==> src/rtl/yrgb_pkg.sv <==
package yrgb_pkg;

   // unsigned q1.16 conversion coefficients
   localparam logic [16:0] COEF_R  = 17'd89831;
   localparam logic [16:0] COEF_GV = 17'd45744;
   localparam logic [16:0] COEF_GU = 17'd22127;
   localparam logic [16:0] COEF_B  = 17'd113538;

   localparam logic [8:0] CHROMA_BIAS = 9'd128;
   localparam logic [8:0] GAIN_RESET  = 9'd220;
   localparam logic [7:0] CHAN_MAX    = 8'd255;

   localparam int PROD_W = 25;
   localparam int GAIN_W = 9;

   typedef logic [7:0]                chan_type;
   typedef logic [GAIN_W-1:0]         gain_type;
   typedef logic signed [PROD_W-1:0]  prod_type;
   typedef logic [8+GAIN_W-1:0]       scaled_type;

   // chroma products shared by both pixels of a macropixel
   typedef struct packed {
      prod_type r;
      prod_type gv;
      prod_type gu;
      prod_type b;
   } chroma_prod_type;

   // stage load enables handed to each pixel datapath
   typedef struct packed {
      logic en2;
      logic en3;
      logic en4;
   } pipe_ctrl_type;

   typedef struct packed {
      chan_type red;
      chan_type green;
      chan_type blue;
   } rgb_type;

endpackage

==> src/rtl/yrgb_if.sv <==
interface yrgb_req_if;
   logic       valid;
   logic       ready;
   logic [7:0] luma_first;
   logic [7:0] chroma_blue;
   logic [7:0] luma_second;
   logic [7:0] chroma_red;
   logic       frame_end_in;

   modport source (output valid, luma_first, chroma_blue, luma_second, chroma_red,
                   frame_end_in, input ready);
   modport sink (input valid, luma_first, chroma_blue, luma_second, chroma_red,
                 frame_end_in, output ready);
endinterface

interface yrgb_rsp_if;
   logic       valid;
   logic       ready;
   logic [7:0] red_first;
   logic [7:0] green_first;
   logic [7:0] blue_first;
   logic [7:0] red_second;
   logic [7:0] green_second;
   logic [7:0] blue_second;
   logic       frame_end_out;

   modport source (output valid, red_first, green_first, blue_first, red_second,
                   green_second, blue_second, frame_end_out, input ready);
   modport sink (input valid, red_first, green_first, blue_first, red_second,
                 green_second, blue_second, frame_end_out, output ready);
endinterface

interface yrgb_csr_if;
   logic       valid;
   logic       ready;
   logic [8:0] data;

   modport source (output valid, data, input ready);
   modport sink (input valid, data, output ready);
endinterface

==> src/rtl/yrgb_pixel.sv <==
module yrgb_pixel (
   input  logic                     clock,
   input  yrgb_pkg::pipe_ctrl_type  ctrl,
   input  yrgb_pkg::chroma_prod_type prod,
   input  yrgb_pkg::chan_type       luma,
   input  yrgb_pkg::gain_type       gain,
   output yrgb_pkg::rgb_type        pixel
);

   localparam int PROD_W_LOC = yrgb_pkg::PROD_W + 1;
   logic signed [PROD_W_LOC-1:0] g_sum;

   logic signed [9:0] r_sum;
   logic signed [9:0] g_sum_y;
   logic signed [9:0] b_sum;
   logic signed [9:0] luma_ext;

   yrgb_pkg::chan_type   r_clamp_in, g_clamp_in, b_clamp_in;
   yrgb_pkg::chan_type   r_clamp_ff, g_clamp_ff, b_clamp_ff;
   yrgb_pkg::scaled_type r_scaled_ff, g_scaled_ff, b_scaled_ff;
   yrgb_pkg::rgb_type    pixel_in, pixel_ff;

   function automatic yrgb_pkg::chan_type clamp_chan(input logic signed [9:0] v);
      yrgb_pkg::chan_type c;
      if (v[9]) begin
         c = 8'd0;
      end else if (v[8]) begin
         c = yrgb_pkg::CHAN_MAX;
      end else begin
         c = v[7:0];
      end
      return c;
   endfunction

   function automatic yrgb_pkg::chan_type sat_chan(input yrgb_pkg::scaled_type s);
      logic [8:0] q;
      q = s[16:8];
      return q[8] ? yrgb_pkg::CHAN_MAX : q[7:0];
   endfunction

   // stage 2: green sum, floor by 2^16, add luma, clamp
   always_comb begin
      luma_ext = $signed({2'b00, luma});
      g_sum    = -$signed({prod.gv[yrgb_pkg::PROD_W-1], prod.gv})
                 - $signed({prod.gu[yrgb_pkg::PROD_W-1], prod.gu});
      r_sum    = luma_ext + {prod.r[yrgb_pkg::PROD_W-1], prod.r[24:16]};
      g_sum_y  = luma_ext + g_sum[25:16];
      b_sum    = luma_ext + {prod.b[yrgb_pkg::PROD_W-1], prod.b[24:16]};
      r_clamp_in = clamp_chan(r_sum);
      g_clamp_in = clamp_chan(g_sum_y);
      b_clamp_in = clamp_chan(b_sum);
   end

   always_ff @(posedge clock) begin
      if (ctrl.en2) begin
         r_clamp_ff <= r_clamp_in;
         g_clamp_ff <= g_clamp_in;
         b_clamp_ff <= b_clamp_in;
      end
   end

   // stage 3: gain multiply
   always_ff @(posedge clock) begin
      if (ctrl.en3) begin
         r_scaled_ff <= r_clamp_ff * gain;
         g_scaled_ff <= g_clamp_ff * gain;
         b_scaled_ff <= b_clamp_ff * gain;
      end
   end

   // stage 4: divide by 256 and saturate
   always_comb begin
      pixel_in.red   = sat_chan(r_scaled_ff);
      pixel_in.green = sat_chan(g_scaled_ff);
      pixel_in.blue  = sat_chan(b_scaled_ff);
   end

   always_ff @(posedge clock) begin
      if (ctrl.en4) begin
         pixel_ff <= pixel_in;
      end
   end

   assign pixel = pixel_ff;

endmodule

==> src/rtl/yuyv_to_rgb888_converter_top.sv <==
// throughput: one macropixel per cycle while rsp is ready, four pipeline stages with valid bits
// stage 1 chroma multiplies, stage 2 floor/add/clamp, stage 3 gain multiply,
// stage 4 scale, saturate and output register; rsp stall holds the full stages
// reset: synchronous, active high; empties the pipeline, gain register to 220
module yuyv_to_rgb888_converter_top (
   input  logic              clock,
   input  logic              reset,
   yrgb_req_if.sink          req,
   yrgb_rsp_if.source        rsp,
   yrgb_csr_if.sink          csr
);

   yrgb_pkg::gain_type        gain_ff;
   logic                      v1_ff, v2_ff, v3_ff, v4_ff;
   logic                      fe1_ff, fe2_ff, fe3_ff, fe4_ff;
   logic                      en1, en2, en3, en4;
   yrgb_pkg::pipe_ctrl_type   ctrl;
   yrgb_pkg::chroma_prod_type prod_in, prod_ff;
   yrgb_pkg::chan_type        y0_ff, y1_ff;
   yrgb_pkg::rgb_type         pix0, pix1;
   logic signed [8:0]         du, dv;
   logic signed [26:0]        pr_full, pgv_full, pgu_full, pb_full;

   // gain register, always ready
   assign csr.ready = 1'b1;

   always_ff @(posedge clock) begin
      if (reset) begin
         gain_ff <= yrgb_pkg::GAIN_RESET;
      end else if (csr.valid) begin
         gain_ff <= csr.data;
      end
   end

   // stage enables: a stage loads when empty or when its successor moves
   assign en4 = !v4_ff || rsp.ready;
   assign en3 = !v3_ff || en4;
   assign en2 = !v2_ff || en3;
   assign en1 = !v1_ff || en2;
   assign req.ready = en1;

   assign ctrl.en2 = en2;
   assign ctrl.en3 = en3;
   assign ctrl.en4 = en4;

   always_ff @(posedge clock) begin
      if (reset) begin
         v1_ff <= 1'b0;
         v2_ff <= 1'b0;
         v3_ff <= 1'b0;
         v4_ff <= 1'b0;
      end else begin
         if (en1) v1_ff <= req.valid;
         if (en2) v2_ff <= v1_ff;
         if (en3) v3_ff <= v2_ff;
         if (en4) v4_ff <= v3_ff;
      end
   end

   // frame-end flag rides along
   always_ff @(posedge clock) begin
      if (en1) fe1_ff <= req.frame_end_in;
      if (en2) fe2_ff <= fe1_ff;
      if (en3) fe3_ff <= fe2_ff;
      if (en4) fe4_ff <= fe3_ff;
   end

   // stage 1: centered chroma times q1.16 coefficients
   always_comb begin
      du       = $signed({1'b0, req.chroma_blue}) - $signed(yrgb_pkg::CHROMA_BIAS);
      dv       = $signed({1'b0, req.chroma_red}) - $signed(yrgb_pkg::CHROMA_BIAS);
      pr_full  = dv * $signed({1'b0, yrgb_pkg::COEF_R});
      pgv_full = dv * $signed({1'b0, yrgb_pkg::COEF_GV});
      pgu_full = du * $signed({1'b0, yrgb_pkg::COEF_GU});
      pb_full  = du * $signed({1'b0, yrgb_pkg::COEF_B});
      prod_in.r  = pr_full[24:0];
      prod_in.gv = pgv_full[24:0];
      prod_in.gu = pgu_full[24:0];
      prod_in.b  = pb_full[24:0];
   end

   always_ff @(posedge clock) begin
      if (en1) begin
         prod_ff <= prod_in;
         y0_ff   <= req.luma_first;
         y1_ff   <= req.luma_second;
      end
   end

   // stages 2 to 4, one datapath per pixel
   yrgb_pixel u_pixel_first (
      .clock (clock),
      .ctrl  (ctrl),
      .prod  (prod_ff),
      .luma  (y0_ff),
      .gain  (gain_ff),
      .pixel (pix0)
   );

   yrgb_pixel u_pixel_second (
      .clock (clock),
      .ctrl  (ctrl),
      .prod  (prod_ff),
      .luma  (y1_ff),
      .gain  (gain_ff),
      .pixel (pix1)
   );

   // result beat
   assign rsp.valid         = v4_ff;
   assign rsp.red_first     = pix0.red;
   assign rsp.green_first   = pix0.green;
   assign rsp.blue_first    = pix0.blue;
   assign rsp.red_second    = pix1.red;
   assign rsp.green_second  = pix1.green;
   assign rsp.blue_second   = pix1.blue;
   assign rsp.frame_end_out = fe4_ff;

endmodule
==> src/flat_wrapper.sv <==
// flat-port wrapper written by rule: the top's interface ports become plain ports
module yuyv_to_rgb888_converter_top_flat 
  (clock, reset, req_valid, req_luma_first, req_chroma_blue, req_luma_second, req_chroma_red, req_frame_end_in, req_ready, rsp_valid, rsp_red_first, rsp_green_first, rsp_blue_first, rsp_red_second, rsp_green_second, rsp_blue_second, rsp_frame_end_out, rsp_ready, csr_valid, csr_data, csr_ready);
  yrgb_req_if req_i ();
  yrgb_rsp_if rsp_i ();
  yrgb_csr_if csr_i ();
  input  logic clock;
  input  logic reset;
  input wire logic [$bits(req_i.valid)-1:0] req_valid;
  input wire logic [$bits(req_i.luma_first)-1:0] req_luma_first;
  input wire logic [$bits(req_i.chroma_blue)-1:0] req_chroma_blue;
  input wire logic [$bits(req_i.luma_second)-1:0] req_luma_second;
  input wire logic [$bits(req_i.chroma_red)-1:0] req_chroma_red;
  input wire logic [$bits(req_i.frame_end_in)-1:0] req_frame_end_in;
  output wire logic [$bits(req_i.ready)-1:0] req_ready;
  output wire logic [$bits(rsp_i.valid)-1:0] rsp_valid;
  output wire logic [$bits(rsp_i.red_first)-1:0] rsp_red_first;
  output wire logic [$bits(rsp_i.green_first)-1:0] rsp_green_first;
  output wire logic [$bits(rsp_i.blue_first)-1:0] rsp_blue_first;
  output wire logic [$bits(rsp_i.red_second)-1:0] rsp_red_second;
  output wire logic [$bits(rsp_i.green_second)-1:0] rsp_green_second;
  output wire logic [$bits(rsp_i.blue_second)-1:0] rsp_blue_second;
  output wire logic [$bits(rsp_i.frame_end_out)-1:0] rsp_frame_end_out;
  input wire logic [$bits(rsp_i.ready)-1:0] rsp_ready;
  input wire logic [$bits(csr_i.valid)-1:0] csr_valid;
  input wire logic [$bits(csr_i.data)-1:0] csr_data;
  output wire logic [$bits(csr_i.ready)-1:0] csr_ready;
  assign req_i.valid = req_valid;
  assign req_i.luma_first = req_luma_first;
  assign req_i.chroma_blue = req_chroma_blue;
  assign req_i.luma_second = req_luma_second;
  assign req_i.chroma_red = req_chroma_red;
  assign req_i.frame_end_in = req_frame_end_in;
  assign req_ready = req_i.ready;
  assign rsp_valid = rsp_i.valid;
  assign rsp_red_first = rsp_i.red_first;
  assign rsp_green_first = rsp_i.green_first;
  assign rsp_blue_first = rsp_i.blue_first;
  assign rsp_red_second = rsp_i.red_second;
  assign rsp_green_second = rsp_i.green_second;
  assign rsp_blue_second = rsp_i.blue_second;
  assign rsp_frame_end_out = rsp_i.frame_end_out;
  assign rsp_i.ready = rsp_ready;
  assign csr_i.valid = csr_valid;
  assign csr_i.data = csr_data;
  assign csr_ready = csr_i.ready;
  yuyv_to_rgb888_converter_top u_core (.clock(clock), .reset(reset), .req(req_i), .rsp(rsp_i), .csr(csr_i));
endmodule
==> config.mk <==
export PLATFORM = sky130hd
export DESIGN_NAME = yuyv_to_rgb888_converter_top_flat
export DESIGN_NICKNAME = d
export VERILOG_FILES = /design/src/rtl/yrgb_pkg.sv /design/src/rtl/yrgb_if.sv /design/src/rtl/yrgb_pixel.sv /design/src/rtl/yuyv_to_rgb888_converter_top.sv /design/src/flat_wrapper.sv
export SDC_FILE = /design/constraint.sdc
export NUM_CORES = 2
export LEC_CHECK = 0
export BUFFER_PORTS_ARGS = -buffer_cell sky130_fd_sc_hd__buf_2
export CAP_MARGIN = 5
export CORE_AREA = 2 2 273 208
export DETAILED_ROUTE_END_ITERATION = 8
export DIE_AREA = 0 0 275 210
export PLACE_DENSITY = 0.8
export SLEW_MARGIN = 20
export SYNTH_ARGS = -nofsm -noshare
export SYNTH_HDL_FRONTEND = slang
export SYNTH_SLANG_ARGS = --single-unit
==> constraint.sdc <==
create_clock -name clock -period 5.5 [get_ports clock]
set_clock_uncertainty 0.1 [all_clocks]
set_input_delay 0.55 -clock clock [delete_from_list [all_inputs] [get_ports clock]]
set_output_delay 0.55 -clock clock [all_outputs]
set_load 0.005 [all_outputs]
==> impl_metrics.json <==
{
  "finalHoldViolCount": 0,
  "hp-class": "input port to flop",
  "cts.clk_slew.worst_paths_ns": 0.06,
  "synth_top_flop_cell": "edfxtp_1",
  "ys_top_cells_by_area": "fa_1, edfxtp_1, ha_1, inv_1, and2_1",
  "core_area_sq_mm": 0.05518,
  "die-area_sq_mm": 0.05775,
  "port_buffers": 97,
  "clk_latency_ns": 0.60,
  "nNetsFinal": 4279,
  "grt.overflow.total": 0,
  "ys_warn_count": 0,
  "num_vias": 21590,
  "endpoint_kind": "flop",
  "first_pass_iters": 7,
  "postSynthCellCount": 3191,
  "dp_cells": 4018,
  "drtIter0Drc": 1437,
  "slew_headroom_pct": 32.10,
  "drcViolationCount": 0,
  "min_from": "req_frame_end_in",
  "rsz0062_at_grt": "false",
  "fin_crit_sh_pct": 94.58,
  "finalNonFillerCells": 4069,
  "grt_pass1_vias": 22010,
  "routed_wl_microns": 65570,
  "fin_util_pct": 63.20,
  "max_cap_violations": 0,
  "grt_max_degree": 56,
  "cts_root_buf": "clkbuf_16",
  "cp_data_required_time_ns": 5.72,
  "wl_per_cell_microns": 16.11,
  "antenna_found_initial": 0,
  "grt_pass1_wl_microns": 110800,
  "ys_ff_latch": 247,
  "finalSetupTns_ns": 0,
  "synth_nets": 4153,
  "startpoint": "u_core.gain_ff[0]",
  "cts_tree": "built",
  "setup_viol": 0,
  "htree_levels": 1,
  "drive_above_1_share_pct": 9.407,
  "rr_startpoint": "u_core.gain_ff[0]",
  "synthToLayoutAreaGrowth_pct": 8.279,
  "place_ws_ns": -0.1035,
  "netlist_area_sq_mm": 0.03220,
  "dp_hpwl_microns": 53470,
  "min_period_ns": 5.202,
  "die_h_microns": 210,
  "clk_path_buf_depth": 3,
  "initial_core_util_pct": 58.37,
  "gp_congestion": 0.9261,
  "path_max_fanout": 21,
  "yosysUniqueCellTypes": 79,
  "clkSinkCount": 247,
  "track_usage_pct": 23.78,
  "yosysSeqAreaShare_pct": 22.63,
  "synth_edf_count": 234,
  "slew_violations": 0,
  "die_w_microns": 275,
  "worst_slack_ns": 0.2980,
  "yosysTopAreaCell": "fa_1",
  "status": "finished clean",
  "synth_area_per_cell_sq_um": 10.09,
  "cp_data_arrival_time_ns": 5.42,
  "antenna_cells": 0,
  "vias_per_cell": 5.306,
  "start_kind": "flop",
  "timing.fmax_mhz": 192.2,
  "max_slew.worst_pin.slew_ns": 1.017,
  "num_rows": 75,
  "synthArstFlopShare_pct": 0,
  "cts_made_buffers": 28,
  "io_pins": 99,
  "synth_top_area_share_pct": 23.19,
  "detail-route-antenna-nets": 0,
  "cts_hold_buf": 0,
  "critical_path_class": "flop to flop"
}
critical path: stages, from the launching register on:
cell and delay, ns:
dfxtp_1 0.39, buf_4 0.30, buf_4 0.29, and2_1 0.16
ha_1 0.18, fa_1 0.44, ha_1 0.29, inv_1 0.04
fa_1 0.47, inv_1 0.04, ha_1 0.25, and4b_1 0.17
a31o_1 0.21, a21oi_1 0.22, nor2b_1 0.09, o31a_1 0.32
o41ai_4 0.42, o21ai_2 0.14, o41ai_2 0.29, xnor2_1 0.10
worst paths after layout:
| path | endpoint | slack (ns) | depth (start not counted) |
|---|---|---|---|
| hold / removal | u_core.fe1_ff | 0.07 | 1 |
| setup / recovery | u_core.u_pixel_first.r_scaled_ff[16] | 0.30 | 19 |
| hold reg to reg | u_core.fe2_ff | 0.32 | 0 |
| setup reg to reg | u_core.u_pixel_first.r_scaled_ff[16] | 0.30 | 19 |
cell usage after synthesis (7+ instances only):
| cell type | n |
|---|---|
| inv_1 | 677 |
| ha_1 | 542 |
| fa_1 | 373 |
| nand2_1 | 247 |
| edfxtp_1 | 234 |
| and2_1 | 204 |
| nor2_1 | 124 |
| xnor2_1 | 95 |
| a21oi_1 | 87 |
| o21a_1 | 70 |
| clkbuf_1 | 66 |
| or2_2 | 58 |
| o21ai_0 | 49 |
| xor2_1 | 36 |
| a21o_1 | 34 |
| nor2b_1 | 33 |
| nor3_1 | 30 |
| nand3_1 | 19 |
| nand2b_1 | 18 |
| a211oi_1 | 14 |
| dfxtp_1 | 13 |
| o21ai_1 | 13 |
| o21bai_1 | 13 |
| and3_1 | 10 |
| o211ai_1 | 10 |
| o41ai_2 | 9 |
| buf_1 | 8 |
| o31a_1 | 8 |
| a21boi_0 | 7 |
cell type report:
| cell class | count | area, sq um |
|---|---|---|
| clock buffers | 32 | 715.7 |
| flip-flops and latches | 247 | 7288 |
| repair buffers | 172 | 1127 |
| multi-input cells | 2191 | 22100 |
| clock inverters | 19 | 185.2 |
| inverters | 677 | 2541 |
| well taps | 731 | 914.6 |
| fillers | 4392 | 20310 |
layout by cell type, fill, tap and decap left out, drive strengths merged, types with 58 or more instances in the layout:
master	count
inv	678
ha	542
fa	373
nand2	248
edfxtp	234
and2	205
buf	172
nor2	124
xnor2	99
a21oi	88
o21a	70
o21ai	63
or2	58
cell families after synthesis:
logic type	after synthesis	synth area share, %
AO/OA/AOI/OAI	364	8.147
XOR/XNOR	136	3.885
adder cells (fa/ha/maj)	915	44.24
buffers and inverters	753	8.812
flip-flops	247	22.63
multiplexers	6	0.2020
other	1	0.01164
AND/OR/NAND/NOR	769	12.07
repair_timing:
item / 4_1_cts / 5_1_grt
endpoints found under the setup margin: 0 / 4
resized for setup: 0 / 4
buffers inserted: 0 / 0
state kept, by name, summed over array words and instances, names as in the netlist, 8 cells and up:
register,flops
u_core.u_pixel_second.b_clamp_ff,8
u_core.u_pixel_second.r_scaled_ff,9
u_core.y1_ff,8
u_core.prod_ff,64
u_core.u_pixel_first.b_clamp_ff,8
u_core.u_pixel_first.g_clamp_ff,8
u_core.u_pixel_second.b_scaled_ff,9
u_core.u_pixel_second.r_clamp_ff,8
u_core.u_pixel_second.g_clamp_ff,8
u_core.u_pixel_first.b_scaled_ff,9
u_core.u_pixel_second.pixel,24
u_core.u_pixel_first.r_clamp_ff,8
u_core.u_pixel_second.g_scaled_ff,9
u_core.u_pixel_first.g_scaled_ff,9
u_core.u_pixel_first.pixel,24
u_core.u_pixel_first.r_scaled_ff,9
u_core.y0_ff,8
u_core.gain_ff,9
stage by stage:
step                      area [sq um]  hold WS [ns]
after floorplan                  32200        0.3003
after global placement           33960        0.3026
after detailed placement         33960        0.3070
after CTS                        34860       0.04434
after global routing             34870       0.06202
final                            34870       0.07225
per-layer routing:
layer	track usage [%]	vias up	share of wire (%)
met5	0	-	0
met4	3.579	0	1.5
met3	4.420	60	7.0
met2	37.00	599	44
met1	35.46	10430	48
li1	-	10500	-
Power is left out: the tool's default activity adds up to more than one toggle a clock period on the data nets, which glitch-free logic cannot reach.
